`config.mk`:
```
export PLATFORM = sky130hd
export DESIGN_NAME = rzcq_ctrl
export DESIGN_NICKNAME = d
export VERILOG_FILES = /design/src/rtl/rzcq_pkg.sv /design/src/rtl/rzcq_ctrl.sv
export SDC_FILE = /design/constraint.sdc
export NUM_CORES = 1
export LEC_CHECK = 0
export BUFFER_PORTS_ARGS = -buffer_cell sky130_fd_sc_hd__buf_2
export CORE_UTILIZATION = 56
export DETAILED_ROUTE_END_ITERATION = 10
export PLACE_DENSITY_LB_ADDON = 0.1
export SLEW_MARGIN = 15
export SYNTH_ARGS = -nofsm -noshare
export SYNTH_HDL_FRONTEND = slang
export SYNTH_SLANG_ARGS = --single-unit
```
`constraint.sdc`:
```
create_clock -name clk_i -period 2.7 [get_ports clk_i]
set_input_delay 0.27 -clock clk_i [delete_from_list [all_inputs] [get_ports clk_i]]
set_output_delay 0.27 -clock clk_i [all_outputs]
set_load 0.03 [all_outputs]
```
`src/rtl/rzcq_pkg.sv`:
```
// Shared types, constants and lookup functions of the ranging zone qualifier.
`timescale 1ns / 1ps
package rzcq_pkg;

  localparam int PROB_BITS = 16;
  localparam int PROB_W    = PROB_BITS + 1;

  localparam logic [1:0] ZONE_UNKNOWN = 2'd0;
  localparam logic [1:0] ZONE_NEAR    = 2'd1;
  localparam logic [1:0] ZONE_FAR     = 2'd2;

  localparam logic [1:0] REG_THRESHOLD  = 2'd0;
  localparam logic [1:0] REG_HYSTERESIS = 2'd1;
  localparam logic [1:0] REG_CONF_MIN   = 2'd2;
  localparam logic [1:0] REG_RUN_LENGTH = 2'd3;

  localparam logic [24:0] Q_ONE  = 25'd16777216;
  localparam logic [22:0] K_P    = 23'd5496067;
  localparam logic [27:0] K_A1   = 28'd4275331;
  localparam logic [27:0] K_A2   = 28'd4773063;
  localparam logic [27:0] K_A3   = 28'd23847365;
  localparam logic [27:0] K_A4   = 28'd24379845;
  localparam logic [27:0] K_A5   = 28'd17807428;
  localparam logic [23:0] K_RS2  = 24'd11863283;
  localparam logic [23:0] K_LN2  = 24'd11629080;
  localparam logic [27:0] Z_SAT  = 28'h6000000;
  localparam logic [26:0] X_BIG  = 27'h4000000;

  typedef enum logic [4:0] {
    OP_NOP, OP_LOAD, OP_PREP, OP_SQRT, OP_DIVZ_INIT, OP_DIVZ, OP_MULX, OP_MULP,
    OP_DIVT, OP_POLY, OP_MULY, OP_RED, OP_EXPA, OP_EXPB, OP_SHIFT, OP_PE,
    OP_CDF, OP_DECIDE
  } op_e;

  typedef struct packed {
    op_e op;
  } rzcq_cmd_t;

  typedef struct packed {
    logic var_zero;
    logic cnt_zero;
    logic x_large;
    logic r_ge_ln2;
    logic k_last;
    logic out_busy;
  } rzcq_stat_t;

  // Horner addend for the erf polynomial, selected by the step counter
  function automatic logic signed [27:0] poly_coef(input logic [4:0] idx);
    logic signed [27:0] c;
    case (idx)
      5'd4:    c = -$signed(K_A4);
      5'd3:    c =  $signed(K_A3);
      5'd2:    c = -$signed(K_A2);
      5'd1:    c =  $signed(K_A1);
      default: c = 28'sd0;
    endcase
    return c;
  endfunction

  // Reciprocal multiplier for an exact floor(v / k), v below 2^24
  function automatic logic [24:0] recip_mul(input logic [3:0] k);
    logic [24:0] m;
    case (k)
      4'd3:    m = 25'd22369622;
      4'd5:    m = 25'd26843546;
      4'd6:    m = 25'd22369622;
      4'd7:    m = 25'd19173962;
      default: m = 25'd16777217;
    endcase
    return m;
  endfunction

  function automatic logic [4:0] recip_shift(input logic [3:0] k);
    logic [4:0] s;
    case (k)
      4'd1:    s = 5'd24;
      4'd2:    s = 5'd25;
      4'd3:    s = 5'd26;
      4'd4:    s = 5'd26;
      default: s = 5'd27;
    endcase
    return s;
  endfunction

endpackage

```
`src/rtl/rzcq_ctrl.sv`:
```
// Sequencer of the zone qualifier: walks one item through the datapath steps.
`timescale 1ns / 1ps
module rzcq_ctrl
  import rzcq_pkg::*;
(
  input  logic       clk_i,
  input  logic       rst_ni,
  input  logic       in_valid_i,
  output logic       in_stall_o,
  input  rzcq_stat_t stat_i,
  output rzcq_cmd_t  cmd_o
);

  typedef enum logic [16:0] {
    S_IDLE      = 17'h00001,
    S_PREP      = 17'h00002,
    S_SQRT      = 17'h00004,
    S_DIVZ_INIT = 17'h00008,
    S_DIVZ      = 17'h00010,
    S_MULX      = 17'h00020,
    S_MULP      = 17'h00040,
    S_DIVT      = 17'h00080,
    S_POLY      = 17'h00100,
    S_MULY      = 17'h00200,
    S_RED       = 17'h00400,
    S_EXPA      = 17'h00800,
    S_EXPB      = 17'h01000,
    S_SHIFT     = 17'h02000,
    S_PE        = 17'h04000,
    S_CDF       = 17'h08000,
    S_DECIDE    = 17'h10000
  } state_e;

  state_e state_q, state_d;

  assign in_stall_o = (state_q != S_IDLE);

  always_comb begin
    state_d   = state_q;
    cmd_o.op  = OP_NOP;
    case (state_q)
      S_IDLE: begin
        if (in_valid_i) begin
          cmd_o.op = OP_LOAD;
          state_d  = S_PREP;
        end
      end
      S_PREP: begin
        cmd_o.op = OP_PREP;
        state_d  = stat_i.var_zero ? S_DECIDE : S_SQRT;
      end
      S_SQRT: begin
        cmd_o.op = OP_SQRT;
        if (stat_i.cnt_zero) state_d = S_DIVZ_INIT;
      end
      S_DIVZ_INIT: begin
        cmd_o.op = OP_DIVZ_INIT;
        state_d  = S_DIVZ;
      end
      S_DIVZ: begin
        cmd_o.op = OP_DIVZ;
        if (stat_i.cnt_zero) state_d = S_MULX;
      end
      S_MULX: begin
        cmd_o.op = OP_MULX;
        state_d  = S_MULP;
      end
      S_MULP: begin
        cmd_o.op = OP_MULP;
        state_d  = stat_i.x_large ? S_CDF : S_DIVT;
      end
      S_DIVT: begin
        cmd_o.op = OP_DIVT;
        if (stat_i.cnt_zero) state_d = S_POLY;
      end
      S_POLY: begin
        cmd_o.op = OP_POLY;
        if (stat_i.cnt_zero) state_d = S_MULY;
      end
      S_MULY: begin
        cmd_o.op = OP_MULY;
        state_d  = S_RED;
      end
      S_RED: begin
        cmd_o.op = OP_RED;
        if (!stat_i.r_ge_ln2) state_d = S_EXPA;
      end
      S_EXPA: begin
        cmd_o.op = OP_EXPA;
        state_d  = S_EXPB;
      end
      S_EXPB: begin
        cmd_o.op = OP_EXPB;
        state_d  = stat_i.k_last ? S_SHIFT : S_EXPA;
      end
      S_SHIFT: begin
        cmd_o.op = OP_SHIFT;
        state_d  = S_PE;
      end
      S_PE: begin
        cmd_o.op = OP_PE;
        state_d  = S_CDF;
      end
      S_CDF: begin
        cmd_o.op = OP_CDF;
        state_d  = S_DECIDE;
      end
      S_DECIDE: begin
        // hold until the output register is free
        if (!stat_i.out_busy) begin
          cmd_o.op = OP_DECIDE;
          state_d  = S_IDLE;
        end
      end
      default: state_d = S_IDLE;
    endcase
  end

  always_ff @(posedge clk_i or negedge rst_ni) begin
    if (!rst_ni) begin
      state_q <= S_IDLE;
    end else begin
      state_q <= state_d;
    end
  end

endmodule

```
==> impl_metrics.tcl, run 1 <==
set metrics [dict create \
    status "finished, final reports clean" \
    pin_count 15 \
    clock_skew_ps 9.19 \
    crit_path_end "cmd_o[2]" \
    synth_cells 123 \
    placementRows 16 \
    vias 1167 \
    cap_violations 0 \
    ys_async_sr_fraction_pct 100 \
    setup_viol 0 \
    overflow 0 \
    grt_first_pass_wirelength_mm 4.56 \
    drtIter0Drc 45 \
    finalWirelength_mm 3.18 \
    cp_top_family "simple AND/OR/NAND/NOR gates" \
    syn-num-nets 132 \
    cp-start-kind "register" \
    num-fill-cells 137 \
    clockBufferDepth 2 \
    ff2ff_path_depth 8 \
    numCtsBuffers 3 \
    nets 167 \
    final_common_cell "buf_4" \
    yosysSeqAreaShare_pct 36.9 \
    core_area_sq_um 1960 \
    cts_num_sinks 17 \
    grt_setup_unrepaired "true" \
    grt_util_met1_pct 39.3 \
    critPathSlowestCell "or4_4" \
    grt_start_max_net_pins 18 \
    largest_reg_flops 17 \
    antenna_cells 0 \
    cp.buffers_inverters 1 \
    placed_area_sq_um 1260 \
    leakagePower_nw 0.726 \
    worstSetupPathType "register to primary output" \
    slew_violations 0 \
    grt_usage_pct 29.5 \
    slew_headroom_pct 46.2 \
    fin_util_pct 76.9 \
    synthToLayoutAreaGrowth_pct 30.4 \
    startpoint "state_q[3]" \
    grt_use_met2_pct 48.2 \
    via_per_inst 6.34 \
    ys.flop_type "dfrtp_1" \
    crit_required_ps 2430 \
    final_cell_mix "buf_4, nor2_1, buf_2" \
    fmax_mhz 374 \
    cpPeakStageDelay_ps 620 \
    rr_endpoint "state_q[3]" \
    dp_hpwl_mm 2.10 \
    r2r-start "state_q[11]" \
    grt_pass1_vias 984 \
    fin_ws_ps 25.6 \
    start_util_pct 59.0 \
    synth_top_area_cell "dfrtp_1" \
    synth.distinct_cells 47 \
    antenna_found_initial 0 \
    period_share_pct 99.1 \
    syn-cell-area_sq_um 1160 \
    h-tree-depth 1 \
    synthTopCellsByArea "dfrtp_1, nor2_1, nand4_1" \
    io_buffers 14 \
    worstMarginPinSlew_ps 805 \
    cp_max_fo 7 \
    critPathCaptureType "primary output" \
    reg.largest.list "state_q x17" \
    finalHoldViolations 0 \
    cts_tree "done" \
    avgSynthCellArea_sq_um 9.41 \
    drc_errors 0 \
    whs_ps 180 \
    crit_cells 6 \
    synth_warnings 0 \
    die_area_sq_um 2250 \
    drive_above_1_share_pct 43.9 \
    r2r_slack_ps 180 \
    busiest_layer "met2" \
    hold_class "input port to register" \
    multi_input_area_sq_um 739 \
    gp_congestion 0.871 \
    fin_area_sq_um 1510 \
    power_density_nw_per_um2 705 \
    first_pass_iters 5 \
    largest-register "state_q" \
    clk_latency_ps 300 \
    antenna_left 0 \
    path_clk_slew_ps 110 \
    synth_edf_count 0 \
    finalCriticalPeriod_ps 2670 \
    die_y_um 47.5 \
    pre_cts_ws_ps 247 \
    vdd_drop_max_mv 0.609 \
    synth_top_area_share_pct 34.6 \
    crit_arrival_ps 2400 \
    dp.cells 163 \
    die_x_um 47.5 \
    avgRoutedWirePerCell_um 17.3 \
    cts-root-buf "clkbuf_4" \
    critical_path.cell_chain "or4_4, nor2_4, nand3_2, o2111ai_2, or2_2, buf_2" \
    final-seq-area_sq_um 433 \
    ys_seq_elements 17 \
    final_cells 184 \
    met3_usage_pct 5.28 \
]
==> worst min-delay path, cell delays in order <==
cell,delay (ps)
buf_2,110
inv_1,40
nor2_1,40
==> per-stage QoR <==
step	total power, mW	TNS (ps)
finish	1.06	0
global route	1.11	-220
CTS	0.948	0
detailed placement	0.754	0
global placement	0.749	0
floorplan	0.651	0
==> routing by layer <==
layer / vias up / wire [um]
met5: - / 0
met3: 9 / 174
met4: 0 / 55
li1: 530 / -
met1: 566 / 1360
met2: 62 / 1590
==> timing repair <==
item,in CTS,in global routing
pin swaps,2,4
hold buffers,1,0
endpoints found under the setup margin,3,4
endpoints found under the hold margin,16,0
buffers inserted,2,14
resized for setup,9,12
==> how the worst min path moves through the flow <==
| stage | startpoint | end | slack (ps) | depth (start not counted) |
|---|---|---|---|---|
| 6_report | stat_i[1] | state_q[13] | 180 | 3 |
| 5_1_grt | stat_i[3] | state_q[7] | 170 | 2 |
| 4_1_cts | stat_i[3] | state_q[7] | 190 | 2 |
| 3_5_place_dp | rst_ni | state_q[6] | 210 | 1 |
| 3_3_place_gp | rst_ni | state_q[6] | 210 | 1 |
| 2_1_floorplan | rst_ni | state_q[10] | -30 | 0 |
==> cell usage after synthesis (2+ instances only) <==
library cell and number:
nand4_1 8, dfrtp_1 16, buf_6 2, nand2_1 3, inv_1 10, or4_4 2
nor4_1 7, xor2_1 2, xnor2_1 3, nor3_1 3, a21oi_1 2, nor2_1 18
nor3b_2 2, o21ai_0 2, and3_1 3, and3b_1 2, clkbuf_1 3, or2_2 2
o21ai_1 2, nand3_1 3, or3_1 2
==> where the power goes <==
| group | switching, mW | internal, mW |
|---|---|---|
| registers | 0.0388 | 0.284 |
| logic | 0.331 | 0.267 |
| clock network | 0.0857 | 0.0576 |
| total | 0.456 | 0.609 |
==> logic make-up (layout without fill, tap and decap cells) <==
kind of cell	count (synthesis)	in the layout	share of synthesized area [%]
xor+xnor	5	5	3.78
buf+inv	15	49	6.16
flops	17	17	36.9
simple gates	69	69	40.5
mux	2	2	1.84
compound gates	15	15	10.8
==> final cells by class <==
cell class / count / share of cell area [%]
multi-input cells: 91 / 49.0
flip-flops and latches: 17 / 28.7
repair buffers: 35 / 15.8
inverters: 10 / 2.49
well taps: 27 / 2.24
clock buffers: 4 / 1.74
Note: power is estimated with default switching activity, not from simulation.
==> run 2, diff against run 1 <==
- ABC_AREA: not set -> 1
- CORE_UTILIZATION: 56 -> 57
==> run 2 against run 1 <==
  * Synthesized cell count is 46% higher
  * Sequential power is 7.4% lower
  * Wire length is 16% lower
  * Die area is 6.7% higher
  * Fmax is 19% higher
  * Core utilization is 7.6 points lower
  * Register-to-register slack better by 760 ps
  * Cell area is 7.1% lower
  * Setup slack better by 430 ps
  * Critical endpoint is now cmd_o[0]
  * Highest routed layer unchanged
==> impl_metrics.tcl, run 2 <==
set metrics [dict create \
    status "finished, final reports clean" \
    worstSetupPathType "register to primary output" \
    numCtsBuffers 3 \
    r2r-start "state_q[0]" \
    hold_class "input port to register" \
    min_path_cells 2 \
    cp_top_family "simple AND/OR/NAND/NOR gates" \
    grt_setup_unrepaired "false" \
    final_common_cell "nand2_1" \
    vdd_drop_max_mv 0.518 \
    num-fill-cells 196 \
    synth_common_cells "nand2_1, inv_1, nor2_1" \
    multi_input_area_sq_um 698 \
    hp-start "stat_i[5]" \
    power.total_uw 903 \
    yosysMostFrequentCell "nand2_1" \
    cp-start-kind "register" \
    yosysSeqAreaShare_pct 33.9 \
    synthToLayoutAreaGrowth_pct 11.2 \
    drtIter0Drc 45 \
    drive_above_1_share_pct 28.1 \
    grt_pass1_vias 1139 \
    vias 1152 \
    gp_congestion 0.983 \
    antenna_left 0 \
    final_cell_mix "nand2_1, nor2_1, inv_1" \
    pre_cts_ws_ps 797 \
    fmax_mhz 446 \
    ys_async_sr_fraction_pct 100 \
    critical_path.cell_chain "nor2_1, nand2_2, nor2_8, nand2_1, nor2_1, nor2_1, o2111ai_1, buf_2" \
    critPathCaptureType "primary output" \
    antenna_found_initial 0 \
    cpMostUsedCell "nor2_1" \
    nets 209 \
    avgRoutedWirePerCell_um 11.8 \
    final-seq-area_sq_um 427 \
    crit_required_ps 2430 \
    syn-cell-area_sq_um 1260 \
    first_pass_iters 4 \
    die_y_um 49.0 \
    finalWirelength_mm 2.68 \
    finalHoldViolations 0 \
    whs_ps 166 \
    syn-num-nets 189 \
    avgSynthCellArea_sq_um 7.00 \
    cp_max_fo 10 \
    ys.flop_type "dfrtp_1" \
    r2r_slack_ps 940 \
    grt_start_max_net_pins 18 \
    holdPathEnd "state_q[2]" \
    power_density_nw_per_um2 644 \
    start_util_pct 62.3 \
    reg.largest.list "state_q x17" \
    synth_edf_count 0 \
    crit_cells 8 \
    cp.buffers_inverters 1 \
    dp_hpwl_mm 2.18 \
    clock_skew_ps 0.860 \
    drc_errors 0 \
    fin_ws_ps 455 \
    ff2ff_path_depth 11 \
    ys_seq_elements 17 \
    core_area_sq_um 2020 \
    setup_viol 0 \
    synth_cells 180 \
    antenna_cells 0 \
    worstMarginPinSlew_ps 385 \
    path_clk_slew_ps 100 \
    grt_usage_pct 26.3 \
    crit_arrival_ps 1970 \
    die_x_um 49.0 \
    critPathSlowestCell "dfrtp_1" \
    largest_reg_flops 17 \
    finalCriticalPeriod_ps 2240 \
    synth.distinct_cells 21 \
    slew_headroom_pct 74.3 \
    synthTopCellsByArea "dfrtp_1, nand2_1, inv_1" \
    period_share_pct 83.1 \
    die_area_sq_um 2400 \
    cpPeakStageDelay_ps 410 \
    synth_warnings 0 \
    cts_tree "done" \
    largest-register "state_q" \
    overflow 0 \
    fin_tns_setup_ps 0 \
    synth_top_area_share_pct 31.8 \
    cts-root-buf "clkbuf_4" \
    slew_violations 0 \
    cap_violations 0 \
    clockBufferDepth 2 \
    io_buffers 14 \
    placementRows 16 \
    leakagePower_nw 0.850 \
    h-tree-depth 1 \
    via_per_inst 5.10 \
    rr_endpoint "state_q[5]" \
    cts_num_sinks 17 \
    pin_count 15 \
    synth_top_area_cell "dfrtp_1" \
    grt_first_pass_wirelength_mm 4.78 \
    clk_latency_ps 290 \
]
[run 2: cell types whose count changed after synthesis, moves of 4 or more]
cell / before / now
nor2_1: 18 / 31
nand3_1: 3 / 13
nand2_1: 3 / 35
inv_1: 10 / 31
nor4_1: 7 / 0
nand2_2: 0 / 6
nand4_1: 8 / 3
nand3_2: 0 / 6
inv_2: 0 / 5
nor2_2: 0 / 9
nor2_4: 1 / 5
[run 2: worst register-to-register path, stage by stage (launching register included)]
cell	delay (ps)
dfstp_2	580
nor2_1	70
nand2_2	130
nor2_8	70
nand3_1	160
nand2_1	100
nor2_1	180
nand2_2	80
inv_2	50
nand2_2	60
nand2_4	120
nor2_2	50
[run 2: area by class of cell]
cell class	count	share of cell area, %
multi-input combinational	127	49.8
inverter	36	9.64
clock buffer	3	1.61
clock inverter	1	0.357
sequential	17	30.4
tap	27	2.41
timing repair buffer	15	5.71
[run 2: worst max-delay path by stage]
stage	from	endpoint	slack (ps)
floorplan	state_q[13]	cmd_o[0]	770
global placement	state_q[9]	cmd_o[0]	810
detailed placement	state_q[9]	cmd_o[0]	800
CTS	state_q[9]	cmd_o[0]	450
global route	state_q[9]	cmd_o[0]	280
finish	state_q[11]	cmd_o[0]	460
[run 2: kinds of logic (layout without fill, tap and decap cells)]
group	count (synthesis)	after routing	synth area share, %
buffers and inverters	36	55	10.7
DFF	17	17	33.9
AOI/OAI and AO/OA	8	8	3.67
and+or+nand+nor	119	119	51.7
[run 2: per-layer routing]
metal / global-route usage (%) / up-vias / routed length (um)
met1: 35.5 / 525 / 1240
met2: 43.3 / 32 / 1240
met5: 0 / - / 0
met4: 8.82 / 0 / 46
li1: - / 590 / -
met3: 3.43 / 5 / 149
[run 2: timing repair]
item	4_1_cts	5_1_grt
endpoints found under the hold margin	16	0
gates resized for setup	0	0
hold buffers	1	0
setup buffers	0	0
[run 2: power breakdown]
group | internal (mW) | switching [mW] | leakage [nW]
Clock | 0.0552 | 0.0832 | 0.0177
Combinational | 0.140 | 0.325 | 0.599
Sequential | 0.279 | 0.0203 | 0.233
[run 2: metrics by stage]
step                util (%)  cell area [sq um]  std cells
floorplan                  -               1260        180
global placement        67.5               1360        221
detailed placement      67.5               1360        221
CTS                     69.3               1400        226
global route            69.3               1400        226
finish                  69.3               1400        226
==> run 3, diff against run 2 <==
- ABC_AREA: 1 -> 0
- CORE_UTILIZATION: 57 -> 56
- clock period: 2.7 -> 2.3 ns (I/O delays scaled with it)
==> run 3 against run 2 <==
  * The flow now stops in global routing (5_1_grt)
  * Area after synthesis shrank 8.1%
  * Synthesized cell count decreased by 32%
==> impl_metrics.tcl, run 3 <==
set metrics [dict create \
    error "[ERROR GRT-0232] Routing congestion too high. Check the congestion heatmap in the GUI." \
    yosysSeqAreaShare_pct 36.9 \
    synthTopCellsByArea "dfrtp_1, nor2_1, nand4_1" \
    overflow 8 \
    numCtsBuffers 3 \
    dp_hpwl_mm 2.53 \
    start_util_pct 59.0 \
    h-tree-depth 1 \
    yosysMostFrequentCell "nor2_1" \
    clockBufferDepth 2 \
    worst_endpoint "cmd_o[2]" \
    antenna_found_initial 1 \
    grt_usage_pct 58.4 \
    pin_count 15 \
    die_y_um 47.5 \
    placementRows 16 \
    dp.cells 187 \
    lastStage "global routing (5_1_grt)" \
    avgSynthCellArea_sq_um 9.41 \
    synth_top_area_share_pct 34.6 \
    syn-cell-area_sq_um 1160 \
    ys_seq_elements 17 \
    synth_top_area_cell "dfrtp_1" \
    cts_num_sinks 17 \
    ys_async_sr_fraction_pct 100 \
    worst_path_end_type "primary output" \
    synth_edf_count 0 \
    grt_start_max_net_pins 18 \
    syn-num-nets 132 \
    synth.distinct_cells 47 \
    ys.flop_type "dfrtp_1" \
    cts-root-buf "clkbuf_4" \
    synth_common_cells "nor2_1, dfrtp_1, inv_1" \
    synth_cells 123 \
    die_x_um 47.5 \
    synth_warnings 0 \
    status "stopped before the end" \
    gp_congestion 0.908 \
    io_buffers 14 \
]
run 3: logic make-up after synthesis:
family | share of synthesized area (%)
AND/OR/NAND/NOR | 40.5
flip-flops | 36.9
AO/OA/AOI/OAI | 10.8
buffers and inverters | 6.16
XOR/XNOR | 3.78
multiplexers | 1.84
run 3: layer usage:
metal  GRT overflow  GRT usage [%]
met4              7           66.3
met1              0           56.0
met2              1           80.0
met5              0              0
met3              0           36.2
run 3: per-stage QoR:
step	utilization (%)	setup TNS [ps]	hold slack [ps]	instance area [sq um]	setup WS (ps)
after CTS	85.9	-812	147	1690	-189
after detailed placement	74.5	-35.1	176	1460	-17.3
after global placement	74.5	-11.5	168	1460	-11.5
after floorplan	-	0	-65.6	1180	17.5
run 3: what timing repair did:
item,CTS
hold buffers,1
buffers inserted,12
resized for setup,24
pin swaps,15
cloned,0
endpoints found under the setup margin,8
hold endpoints to repair,16
==> run 4, diff against run 3 <==
- CORE_AREA: not set -> 2 2 63 65
- CORE_UTILIZATION: 56 -> not set
- DIE_AREA: not set -> 0 0 65 67
- PLACE_DENSITY_LB_ADDON: 0.1 -> 0.15
==> run 4 against run 3 <==
  * The flow now finishes, with violations (negative setup slack)
==> impl_metrics.tcl, run 4 (synthesis results as in run 1) <==
set metrics [dict create \
    vias 1204 \
    synthToLayoutAreaGrowth_pct 57.0 \
    fin_ws_ps -165 \
    gp_congestion 0.878 \
    dp.cells 210 \
    leakagePower_nw 0.888 \
    cp.buffers_inverters 1 \
    nets 193 \
    drtIter0Drc 43 \
    start_util_pct 32.1 \
    largest_reg_flops 17 \
    cts-root-buf "clkbuf_8" \
    grt_first_pass_wirelength_mm 5.80 \
    pre_cts_ws_ps -93.7 \
    grt_usage_pct 17.9 \
    antenna_cells 0 \
    violations "negative setup slack" \
    critPathCaptureType "primary output" \
    crit_arrival_ps 2240 \
    crit_cells 6 \
    finalHoldViolations 0 \
    drive_above_1_share_pct 53.0 \
    die_x_um 65 \
    clk_latency_ps 250 \
    slew_headroom_pct 62.6 \
    cpPeakStageDelay_ps 610 \
    first_pass_iters 4 \
    critPathSlowestCell "or4_4" \
    pin_count 15 \
    final_cell_mix "buf_4, dfrtp_1, nor2_1" \
    cp_top_family "simple AND/OR/NAND/NOR gates" \
    ff2ff_path_depth 9 \
    clockBufferDepth 2 \
    numCtsBuffers 3 \
    grt_start_max_net_pins 18 \
    cts_tree "done" \
    min_path_cells 2 \
    hold_class "input port to register" \
    period_share_pct 107 \
    cp_max_fo 4 \
    die_y_um 67 \
    finalCriticalPeriod_ps 2470 \
    die_area_sq_um 4360 \
    status "finished with violations" \
    whs_ps 197 \
    h-tree-depth 1 \
    final_common_cell "buf_4" \
    io_buffers 14 \
    worstMarginPinSlew_ps 557 \
    setup_viol 7 \
    avgRoutedWirePerCell_um 15.3 \
    cap_violations 0 \
    power_density_nw_per_um2 868 \
    grt_pass1_vias 1222 \
    cp-start-kind "register" \
    grt_setup_unrepaired "true" \
    final_cells 231 \
    antenna_found_initial 0 \
    crit_required_ps 2070 \
    worstSetupPathType "register to primary output" \
    placementRows 22 \
    antenna_left 0 \
    clock_skew_ps 4.28 \
    via_per_inst 5.21 \
    fin_util_pct 50.4 \
    path_clk_slew_ps 70 \
    critical_path.cell_chain "or4_4, nor4b_4, and3_4, a21oi_2, nand4_1, buf_6" \
    slew_violations 0 \
    vdd_drop_max_mv 0.660 \
    fmax_mhz 406 \
    finalWirelength_mm 3.53 \
    overflow 0 \
    dp_hpwl_mm 2.62 \
    core_area_sq_um 3610 \
    largest-register "state_q" \
    reg.largest.list "state_q x17" \
    cts_num_sinks 17 \
    drc_errors 0 \
]
run 4: metrics by stage:
| stage | total power [mW] | cell area (sq um) | TNS [ps] |
|---|---|---|---|
| 2_1_floorplan | 0.793 | 1180 | 0 |
| 3_3_place_gp | 1.08 | 1500 | -157 |
| 3_5_place_dp | 1.08 | 1500 | -175 |
| 4_1_cts | 1.50 | 1730 | -658 |
| 5_1_grt | 1.67 | 1820 | -1690 |
| 6_report | 1.58 | 1820 | -611 |
run 4: routing by layer:
layer | wire length [um] | part of all wire, % | GRT usage [%]
met5 | 0 | 0 | 0
met2 | 1750 | 49 | 29.0
met3 | 93 | 2.6 | 2.20
met1 | 1670 | 47 | 24.2
met4 | 23 | 0.65 | 6.65
run 4: final timing paths:
path / start / to / slack [ps]
min: stat_i[3] / state_q[7] / 200
min in group asynchronous: rst_ni / state_q[6] / 450
max: state_q[9] / cmd_o[3] / -170
max reg2reg: state_q[16] / state_q[11] / -20
max in group asynchronous: rst_ni / state_q[0] / 1520
min reg2reg: state_q[11] / state_q[10] / 580
run 4: layout make-up:
cell class              instances  area [sq um]
clock buffers                   4          45.0
well taps                      48          60.1
multi-input cells              91           785
fillers                       337          1790
flip-flops and latches         17           427
repair buffers                 61           463
inverters                      10          37.5
run 4: repair_timing:
item                       CTS  global route
hold endpoints to repair    16             0
pin swaps                   15             9
setup endpoints to repair    8            13
buffers inserted            10             6
gates resized for setup     20            12
hold buffers                 1             0
run 4: power breakdown:
part           switching [mW]  internal, mW  leakage [nW]
clock network          0.0994         0.123        0.0228
logic                   0.471         0.534         0.632
registers              0.0187         0.332         0.233
